==> src/rtl/spsf_pkg.sv <==
package spsf_pkg;

  // input command codes
  typedef enum logic [1:0] {
    CMD_LOAD     = 2'd0,
    CMD_INTERACT = 2'd1,
    CMD_READ     = 2'd2,
    CMD_CLEAR    = 2'd3
  } cmd_t;

  // sequencer states
  typedef enum logic [3:0] {
    ST_CLEAR,
    ST_IDLE,
    ST_WRAP,
    ST_LOAD_WR,
    ST_FETCH,
    ST_FETCH_WAIT,
    ST_MUL,
    ST_MUL_WAIT,
    ST_ROOT,
    ST_ROOT_WAIT,
    ST_FORCE_RD,
    ST_FORCE_WAIT,
    ST_FORCE_WR,
    ST_DONE
  } state_t;

  // what the shared multiplier is working on
  typedef enum logic [2:0] {
    OP_INTERP1,
    OP_INTERP2,
    OP_SQUARE,
    OP_TENSION,
    OP_ENERGY,
    OP_FORCE,
    OP_SHARE
  } mul_op_t;

  // root unit modes
  typedef enum logic {
    ROOT_SQRT,
    ROOT_DIV
  } root_mode_t;

  // field widths
  localparam int BEAD_IN_W = 10;
  localparam int COORD_W   = 32;
  localparam int FORCE_W   = 48;
  localparam int ENERGY_W  = 48;

  // shared multiplier: a times b, b taken one digit per cycle
  localparam int MUL_A_W   = 50;
  localparam int MUL_B_W   = 34;
  localparam int MUL_P_W   = MUL_A_W + MUL_B_W;
  localparam int MUL_DIGIT = 8;
  localparam int MUL_STEPS = (MUL_B_W + MUL_DIGIT - 1) / MUL_DIGIT;
  localparam int MUL_CNT_W = $clog2(MUL_STEPS);

  // root / divide unit
  localparam int RAD_W      = 66;
  localparam int DIST_W     = 33;
  localparam int UNIT_SHIFT = 30;
  localparam int ROOT_CNT_W = 6;

endpackage

==> src/rtl/spsf_mul.sv <==
module spsf_mul (
  input  logic                        clk,
  input  logic                        rst,
  input  logic                        start,
  input  logic [spsf_pkg::MUL_A_W-1:0] a,
  input  logic [spsf_pkg::MUL_B_W-1:0] b,
  output logic                        done,
  output logic [spsf_pkg::MUL_P_W-1:0] p
);
  import spsf_pkg::*;

  logic [MUL_P_W-1:0]   acc;
  logic [MUL_P_W-1:0]   ash;
  logic [MUL_B_W-1:0]   bsh;
  logic [MUL_CNT_W-1:0] cnt;
  logic                 run;
  logic [MUL_P_W-1:0]   partial;

  // one digit of b against the shifted a
  assign partial = ash * MUL_P_W'(bsh[MUL_DIGIT-1:0]);
  assign p = acc;

  // control
  always_ff @(posedge clk) begin
    if (rst) begin
      run  <= 1'b0;
      done <= 1'b0;
      cnt  <= '0;
    end else begin
      done <= 1'b0;
      if (start) begin
        run <= 1'b1;
        cnt <= '0;
      end else if (run) begin
        cnt <= cnt + MUL_CNT_W'(1);
        if (cnt == MUL_CNT_W'(MUL_STEPS - 1)) begin
          run  <= 1'b0;
          done <= 1'b1;
        end
      end
    end
  end

  // shift-and-add datapath
  always_ff @(posedge clk) begin
    if (start) begin
      acc <= '0;
      ash <= MUL_P_W'(a);
      bsh <= b;
    end else if (run) begin
      acc <= acc + partial;
      ash <= ash << MUL_DIGIT;
      bsh <= bsh >> MUL_DIGIT;
    end
  end

endmodule

==> config.mk <==
export PLATFORM = sky130hd
export DESIGN_NAME = spsf_mul
export DESIGN_NICKNAME = d
export VERILOG_FILES = /design/src/rtl/spsf_pkg.sv /design/src/rtl/spsf_mul.sv
export SDC_FILE = /design/constraint.sdc
export NUM_CORES = 2
export LEC_CHECK = 0
export ABC_AREA = 1
export BUFFER_PORTS_ARGS = -buffer_cell sky130_fd_sc_hd__buf_2
export CAP_MARGIN = 20
export CORE_MARGIN = 3
export CORE_UTILIZATION = 45
export DETAILED_ROUTE_END_ITERATION = 8
export PLACE_DENSITY = 0.73
export SETUP_SLACK_MARGIN = 0.2
export SLEW_MARGIN = 5
export SYNTH_ARGS = -nofsm -noshare
export SYNTH_HDL_FRONTEND = slang
export SYNTH_SLANG_ARGS = --single-unit
==> constraint.sdc <==
create_clock -name clk -period 11.5 [get_ports clk]
set_clock_uncertainty 0.05 [all_clocks]
set_input_delay 1.15 -clock clk [delete_from_list [all_inputs] [get_ports clk]]
set_output_delay 1.15 -clock clk [all_outputs]
set_load 0.01 [all_outputs]
==> impl_metrics.json <==
{
  "relSlewSlack_pct": 33.9,
  "clk_latency_ns": 0.61,
  "routedWlPerCell_um": 17.3,
  "grt_use_met2_pct": 45.9,
  "maxSlewViolCount": 0,
  "rows": 100,
  "crit_type": "register to register",
  "period_share_pct": 54.5,
  "fin_nets": 5804,
  "most-common-layout-cells": "nand2_1 (1693), inv_1 (1585), fa_1 (550)",
  "multiInputGateArea_um2": 22400,
  "gr-usage-all-layers_pct": 27.2,
  "cts.sinks": 207,
  "grtUsageMet1_pct": 36.7,
  "synth_edf_count": 84,
  "ant_nets": 0,
  "synth.area.top_cells": "fa_1 (32%), nand2_1 (19%), inv_1 (17%)",
  "synth_cell_type_count": 47,
  "top_usage_layer": "met2",
  "worst_slew_pin_slew_ns": 0.992,
  "synthArstFlopShare_pct": 0,
  "fin_tns_setup_ns": 0,
  "hold_violations": 0,
  "grt_pass1_vias": 31000,
  "finalSetupViolCount": 0,
  "cts_resized": 0,
  "reg2reg_to": "p[60]",
  "arrival_ns": 6.72,
  "grt-ovfl-total": 0,
  "synthToLayoutAreaGrowth_pct": 6.97,
  "syn-num-nets": 5778,
  "r2r-start": "bsh[2]",
  "hpwlAfterDp_um": 85300,
  "synthesis.area_um2": 34100,
  "gp_congestion": 1.03,
  "whs_path_depth": 2,
  "syn-instance-count": 5046,
  "drt-total-wl_um": 105000,
  "cap_violations": 0,
  "io_pins": 172,
  "drive_gt1_share_pct": 6.56,
  "grt_pass1_wl_um": 168000,
  "ys_warn_count": 0,
  "ys_seq_elements": 207,
  "required_ns": 11.95,
  "initial_core_util_pct": 45.6,
  "drc": 0,
  "cts_setup_buffers": 0,
  "ys.flop_type": "dfxtp_1",
  "n_fill_cell": 7551,
  "rsz0062_at_grt": "false",
  "met3_usage_pct": 3.55,
  "viasPerCell": 4.95,
  "path_clk_slew_ns": 0.07,
  "htreeDepth": 1,
  "max_freq_mhz": 159,
  "cts-root-buf": "clkbuf_16",
  "numCtsBuffers": 27,
  "syn_avg_cell_area_um2": 6.76,
  "cp-end-kind": "register",
  "hp-class": "register to register",
  "drtPass1Iterations": 5,
  "io_buffer_count": 171,
  "grt_max_degree": 80,
  "r2r_cells": 24,
  "worst-r2r-setup-slack_ns": 5.23,
  "min_from": "cnt[0]",
  "num_antenna_cells": 0,
  "synth_top_cell_by_area": "fa_1",
  "drt_iter0_drc": 2347,
  "design.core.area_um2": 74800,
  "ff_latch_area_um2": 4990,
  "synth-seq-area-share_pct": 14.6,
  "cts_hold_buf": 0,
  "fin_crit_ns": 6.27,
  "yosys.area.top_type_share_pct": 32.3,
  "status": "finished, final reports clean",
  "dieArea_um2": 79200,
  "cts_tree": "yes",
  "critical_path.max_fanout": 43,
  "cp-start-kind": "register",
  "num_vias": 30000,
  "final_common_cell": "nand2_1",
  "antenna_found_initial": 1,
  "die_w_um": 281,
  "die_h_um": 281,
  "min_to": "cnt[0]",
  "clk_path_buf_depth": 3
}
## synthesized netlist by cell type (27+ instances only)
cell	n
a21oi_1	137
clkbuf_1	165
nand2_2	42
nor2_1	157
nand3_1	151
edfxtp_1	84
o21ai_0	50
fa_1	550
dfxtp_1	123
inv_1	1587
o22ai_1	27
nand2_1	1693
ha_1	95
## through the flow
step / instance area (um^2) / hold WS [ns] / cells / util, % / setup WS (ns)
2_1_floorplan: 34100 / 0.399 / 5046 / - / 6.84
3_3_place_gp: 35600 / 0.411 / 6012 / 47.6 / 5.50
3_5_place_dp: 35600 / 0.419 / 6012 / 47.6 / 5.43
4_1_cts: 36500 / 0.430 / 6062 / 48.8 / 5.36
5_1_grt: 36500 / 0.464 / 6062 / 48.8 / 5.02
6_report: 36500 / 0.437 / 6062 / 48.8 / 5.23
## kinds of logic after synthesis
kind of cell / after synthesis / share of synthesized area, %
DFF: 207 / 14.6
AOI/OAI and AO/OA: 245 / 3.98
xor gates and xnor gates: 31 / 0.796
and+or+nand+nor: 2125 / 25.0
adders and majority gates: 645 / 35.8
buffers and inverters: 1793 / 19.8
## routing by layer
| metal | vias up | share of wire [%] |
|---|---|---|
| li1 | 14200 | - |
| met5 | - | 0.011 |
| met2 | 1237 | 47 |
| met4 | 2 | 3.3 |
| met1 | 14400 | 43 |
| met3 | 214 | 7.7 |
## how the worst max path moves through the flow
stage / depth (start not counted) / startpoint / slack, ns / end
2_1_floorplan: 23 / bsh[5] / 6.84 / p[81]
3_3_place_gp: 23 / bsh[4] / 5.50 / p[60]
3_5_place_dp: 23 / bsh[2] / 5.43 / p[60]
4_1_cts: 23 / bsh[2] / 5.36 / p[60]
5_1_grt: 23 / bsh[2] / 5.02 / p[60]
6_report: 24 / bsh[2] / 5.23 / p[60]
## cell type report
type,count,share of cell area [%]
tap,969,3.32
timing repair buffer,195,2.85
clock inverter,15,0.381
clock buffer,35,2.11
multi-input combinational,3046,61.3
sequential,207,13.7
inverter,1595,16.4
## worst max-delay path, cell delays in order (launching register included)
cell and delay, ns:
edfxtp_1 0.32, buf_4 0.50, buf_4 0.60, nand2_1 0.13
inv_1 0.11, fa_1 0.43, fa_1 0.48, fa_1 0.53
inv_1 0.05, fa_1 0.51, inv_1 0.06, ha_1 0.34
nand2_1 0.15, inv_1 0.05, nand2_1 0.06, nand2_1 0.08
o21bai_1 0.25, a21oi_1 0.62, nor2_1 0.15, nor2_1 0.22
nand2_1 0.08, nand2_1 0.06, nand3_1 0.11, nand2_1 0.12
inv_1 0.04
## flip-flops by register name, indices dropped and copies added (netlist names)
register / cells
ash: 84
bsh: 34
cnt: 3
done: 1
p: 84
run: 1
Power is left out: the tool's default activity adds up to more than one toggle a clock period on the data nets, which glitch-free logic cannot reach.
