**config.mk**
```make
export PLATFORM = sky130hd
export DESIGN_NAME = spsf_root
export DESIGN_NICKNAME = d
export VERILOG_FILES = /design/src/rtl/spsf_pkg.sv /design/src/rtl/spsf_root.sv
export SDC_FILE = /design/constraint.sdc
export NUM_CORES = 1
export LEC_CHECK = 0
export ABC_AREA = 1
export CAP_MARGIN = 10
export CORE_UTILIZATION = 45
export CTS_BUF_LIST = sky130_fd_sc_hd__clkbuf_4 sky130_fd_sc_hd__clkbuf_8 sky130_fd_sc_hd__clkbuf_16
export DETAILED_ROUTE_END_ITERATION = 8
export DONT_BUFFER_PORTS = 1
export PLACE_DENSITY_LB_ADDON = 0.2
export SYNTH_ARGS = -nofsm -noshare
export SYNTH_HDL_FRONTEND = slang
export SYNTH_SLANG_ARGS = --single-unit
```
**constraint.sdc**
```tcl
create_clock -name clk -period 9.35 [get_ports clk]
set_input_delay 0.935 -clock clk [delete_from_list [all_inputs] [get_ports clk]]
set_output_delay 0.935 -clock clk [all_outputs]
set_load 0.02 [all_outputs]
```
**src/rtl/spsf_pkg.sv**
```systemverilog
package spsf_pkg;

  // input command codes
  typedef enum logic [1:0] {
    CMD_LOAD     = 2'd0,
    CMD_INTERACT = 2'd1,
    CMD_READ     = 2'd2,
    CMD_CLEAR    = 2'd3
  } cmd_t;

  // sequencer states
  typedef enum logic [3:0] {
    ST_CLEAR,
    ST_IDLE,
    ST_WRAP,
    ST_LOAD_WR,
    ST_FETCH,
    ST_FETCH_WAIT,
    ST_MUL,
    ST_MUL_WAIT,
    ST_ROOT,
    ST_ROOT_WAIT,
    ST_FORCE_RD,
    ST_FORCE_WAIT,
    ST_FORCE_WR,
    ST_DONE
  } state_t;

  // what the shared multiplier is working on
  typedef enum logic [2:0] {
    OP_INTERP1,
    OP_INTERP2,
    OP_SQUARE,
    OP_TENSION,
    OP_ENERGY,
    OP_FORCE,
    OP_SHARE
  } mul_op_t;

  // root unit modes
  typedef enum logic {
    ROOT_SQRT,
    ROOT_DIV
  } root_mode_t;

  // field widths
  localparam int BEAD_IN_W = 10;
  localparam int COORD_W   = 32;
  localparam int FORCE_W   = 48;
  localparam int ENERGY_W  = 48;

  // shared multiplier: a times b, b taken one digit per cycle
  localparam int MUL_A_W   = 50;
  localparam int MUL_B_W   = 34;
  localparam int MUL_P_W   = MUL_A_W + MUL_B_W;
  localparam int MUL_DIGIT = 8;
  localparam int MUL_STEPS = (MUL_B_W + MUL_DIGIT - 1) / MUL_DIGIT;
  localparam int MUL_CNT_W = $clog2(MUL_STEPS);

  // root / divide unit
  localparam int RAD_W      = 66;
  localparam int DIST_W     = 33;
  localparam int UNIT_SHIFT = 30;
  localparam int ROOT_CNT_W = 6;

endpackage

```
**src/rtl/spsf_root.sv**
```systemverilog
module spsf_root (
  input  logic                          clk,
  input  logic                          rst,
  input  logic                          start,
  input  spsf_pkg::root_mode_t          mode,
  input  logic [spsf_pkg::RAD_W-1:0]    rad,
  input  logic [spsf_pkg::DIST_W-1:0]   den,
  output logic                          done,
  output logic [spsf_pkg::DIST_W-1:0]   res
);
  import spsf_pkg::*;

  logic [RAD_W-1:0]      acc;
  logic [RAD_W-1:0]      trial;
  logic [RAD_W-1:0]      bitv;
  logic [DIST_W-1:0]     quo;
  logic [ROOT_CNT_W-1:0] cnt;
  logic                  run;
  root_mode_t            mode_r;
  logic [RAD_W-1:0]      sub_b;
  logic [RAD_W:0]        diff;
  logic                  ge;

  // shared compare and subtract
  assign sub_b = (mode_r == ROOT_SQRT) ? trial + bitv : trial;
  assign diff  = {1'b0, acc} - {1'b0, sub_b};
  assign ge    = ~diff[RAD_W];
  assign res   = (mode_r == ROOT_SQRT) ? trial[DIST_W-1:0] : quo;

  // control
  always_ff @(posedge clk) begin
    if (rst) begin
      run  <= 1'b0;
      done <= 1'b0;
      cnt  <= '0;
    end else begin
      done <= 1'b0;
      if (start) begin
        run <= 1'b1;
        cnt <= (mode == ROOT_SQRT) ? ROOT_CNT_W'(DIST_W) : ROOT_CNT_W'(UNIT_SHIFT + 1);
      end else if (run) begin
        cnt <= cnt - ROOT_CNT_W'(1);
        if (cnt == ROOT_CNT_W'(1)) begin
          run  <= 1'b0;
          done <= 1'b1;
        end
      end
    end
  end

  // one result bit per cycle
  always_ff @(posedge clk) begin
    if (start) begin
      mode_r <= mode;
      acc    <= rad;
      quo    <= '0;
      if (mode == ROOT_SQRT) begin
        trial <= '0;
        bitv  <= RAD_W'(1) << (2 * (DIST_W - 1));
      end else begin
        trial <= RAD_W'(den) << UNIT_SHIFT;
        bitv  <= '0;
      end
    end else if (run) begin
      if (ge) begin
        acc <= diff[RAD_W-1:0];
      end
      if (mode_r == ROOT_SQRT) begin
        trial <= ge ? (trial >> 1) + bitv : trial >> 1;
        bitv  <= bitv >> 2;
      end else begin
        trial <= trial >> 1;
        quo   <= {quo[DIST_W-2:0], ge};
      end
    end
  end

endmodule

```
==> flow_metrics.py <==
metrics = {
    "status": {
        "status": "completed",
    },
    "die": {
        "die_area_um2": 51900,
        "boundaryPins": 137,
        "die_w_um": 228,
        "initial_core_util_pct": 45.6,
        "die_h_um": 228,
        "core_um2": 50300,
        "rows": 82,
    },
    "cells_and_area": {
        "diodes": 0,
        "num-nets-final": 4029,
        "drive_gt1_share_pct": 3.52,
        "nFillCells": 5529,
        "syn2layout_area_growth_pct": 6.48,
    },
    "clock_tree": {
        "cts_inserted_buffers": 27,
        "path_clk_slew_ns": 0.07,
        "cts_tree": "built",
        "worstSkewPairLatency_ns": 0.58,
        "cts_root_buf": "clkbuf_16",
        "cts.hold.buffers_added": 0,
        "clock_path_buffers": 3,
        "cts_resized": 0,
        "post_cts_buffers": 0,
        "h-tree-depth": 1,
        "cts_sinks": 207,
    },
    "placement": {
        "hpwl_um": 74800,
        "gp_congestion": 1.02,
        "port_buffers": 0,
    },
    "yosys": {
        "yosysWarningCount": 0,
        "netlist.area_leader.share_pct": 21.7,
        "ys_top_cells_by_area": "edfxtp_1, nand2_1, inv_1",
        "synth_top_cells_by_count": "nand2_1, inv_1, nor2_1, nand3_1, o21ai_0",
        "ys_seq_elements": 207,
        "syn-instance-count": 3832,
        "ys_types": 55,
        "synthArstFlopShare_pct": 0,
        "synth.most_common_cell": "nand2_1",
        "synth_edf_count": 166,
        "synth.avg_cell_area_um2": 5.99,
        "synth_top_cell_by_area": "edfxtp_1",
        "synth_area_um2": 22900,
        "ys_seq_area_share_pct": 25.3,
        "syn_nets": 4072,
        "ys.flop_type": "edfxtp_1",
    },
    "hold_path": {
        "hold-path-endpoint": "run",
        "hold_class": "input port to flip-flop",
        "min_delay_path_depth": 1,
        "hp-start": "rst",
    },
    "drt": {
        "via_per_inst": 5.67,
        "first_iter_violations": 2506,
        "vias": 25400,
        "first_pass_iters": 8,
        "avgRoutedWirePerCell_um": 20.6,
        "drt_wl_total_um": 92500,
        "drc": 0,
        "ant_nets": 0,
    },
    "sta": {
        "clock_skew_ns": 0.0237,
        "slew_headroom_pct": 32.6,
        "tns_ns": 0,
        "worstMarginPinSlew_ns": 1.01,
        "finalHoldViolCount": 0,
        "maxSlewViolCount": 0,
        "layout_min_cycle_time_ns": 5.92,
        "setup_viol": 0,
        "max_freq_ghz": 0.169,
        "grt_setup_unrepaired": "false",
        "post-route-period-util_pct": 63.3,
    },
    "global_routing": {
        "grt_max_degree": 146,
        "grt_pass1_vias": 24000,
        "antenna_found_initial": 1,
        "overflow": 0,
        "grt_pass1_wl_um": 138000,
        "grt.total_usage_pct": 34.6,
    },
    "power_and_ir_drop": {
        "peakVddDrop_uv": 169,
        "pwr-share-comb_pct": 57.4,
        "finalPower_mw": 6.15,
        "intPower_mw": 3.02,
        "leakage_nw": 11.0,
        "swShare_pct": 50.9,
        "powerDensity_nw_per_um2": 252,
        "pwr-share-seq_pct": 24.8,
        "p_switching_mw": 3.13,
        "clockPowerShare_pct": 17.7,
    },
    "setup_path": {
        "ff2ff_path_depth": 26,
        "slowest_delay_ns": 0.56,
        "crit_fanout": 37,
        "timing.rr.end": "trial[7]",
        "path_class": "flip-flop to flip-flop",
        "rrSetupSlack_ns": 3.43,
        "cp.arrival_ns": 6.26,
        "cp.required_ns": 9.69,
        "start_kind": "flip-flop",
        "crit_slowest_cell": "edfxtp_1",
        "r2r-start": "trial[14]",
        "endpoint_kind": "flip-flop",
        "critPathMostFrequentCell": "nand2_1",
    },
    "job": {
        "maxCapViolations": 0,
    },
}
## worst max path at each step
stage,slack (ns),from,endpoint
2_1_floorplan,2.16,trial[12],acc[0]
3_3_place_gp,3.70,trial[14],trial[7]
3_5_place_dp,3.68,trial[14],trial[7]
4_1_cts,3.66,trial[14],trial[7]
5_1_grt,3.19,trial[14],trial[11]
6_report,3.43,trial[14],trial[7]
## routing by layer
metal	wire [um]	part of all wire, %	GRT usage, %	vias to the layer above
met2	41200	45	56.3	1070
met3	6570	7.1	3.40	199
met5	11	0.012	0	-
met1	39600	43	45.8	11700
li1	-	-	-	12400
met4	5090	5.5	17.1	2
## kinds of logic (layout without fill, tap and decap cells)
kind of cell,count (synthesis),in the layout,share of synthesized area (%)
and+or+nand+nor,2150,2150,39.2
DFF,207,207,25.3
AOI/OAI and AO/OA,627,627,14.7
xor gates and xnor gates,58,58,2.21
buffers and inverters,653,631,11.0
adders and majority gates,137,137,7.50
## area by class of cell
cell class / count / area, um^2 / share of cell area (%)
multi-input combinational: 2972 / 14600 / 59.9
sequential: 207 / 5810 / 23.8
inverter: 568 / 2140 / 8.75
tap: 672 / 841 / 3.44
clock buffer: 38 / 795 / 3.25
clock inverter: 12 / 123 / 0.502
timing repair buffer: 13 / 97.6 / 0.399
## flip-flops by register name, indices dropped and copies added, names as in the netlist
signal / count
cnt: 6
quo: 33
done: 1
mode_r: 1
bitv: 33
run: 1
acc: 66
trial: 66
## worst max-delay path: cells and delay by family (launching register included)
| family | cells | cell delay [ns] |
|---|---|---|
| AND/OR/NAND/NOR | 15 | 2.19 |
| AO/OA/AOI/OAI | 5 | 1.32 |
| adder cells (fa/ha/maj) | 2 | 0.91 |
| flip-flops | 1 | 0.56 |
| buffers and inverters | 4 | 0.64 |
## layout by cell type, fill, tap and decap left out, types with 13 or more instances in the layout
master and instances:
nor2_1 460, a21oi_1 244, nand3_1 329, nand2_1 1175, clkbuf_16 28, or2_2 22
dfxtp_1 41, xor2_1 44, o21bai_1 36, nand3b_1 13, inv_1 554, buf_4 13
nor4_1 14, o21ai_0 278, xnor2_1 14, nor3_1 43, ha_1 136, nand4_1 54
o21ai_1 18, edfxtp_1 166
## per-stage QoR
stage / worst slack [ns] / utilization [%] / hold WS (ns) / instances / instance area [um^2]
final: 3.43 / 48.6 / 0.432 / 4482 / 24400
after global routing: 3.19 / 48.6 / 0.419 / 4482 / 24400
after CTS: 3.66 / 48.6 / 0.404 / 4482 / 24400
after detailed placement: 3.68 / 46.8 / 0.452 / 4432 / 23500
after global placement: 3.70 / 46.8 / 0.450 / 4432 / 23500
after floorplan: 2.16 / - / 0.439 / 3832 / 22900
## power by group through the flow
stage	combinational, mW	sequential (mW)	clock, mW
5_1_grt	3.92	1.54	1.13
4_1_cts	3.46	1.51	1.11
2_1_floorplan	2.56	1.41	0
3_3_place_gp	3.44	1.53	0
6_report	3.53	1.53	1.09
3_5_place_dp	3.44	1.53	0
(Power assumes the default switching activity.)
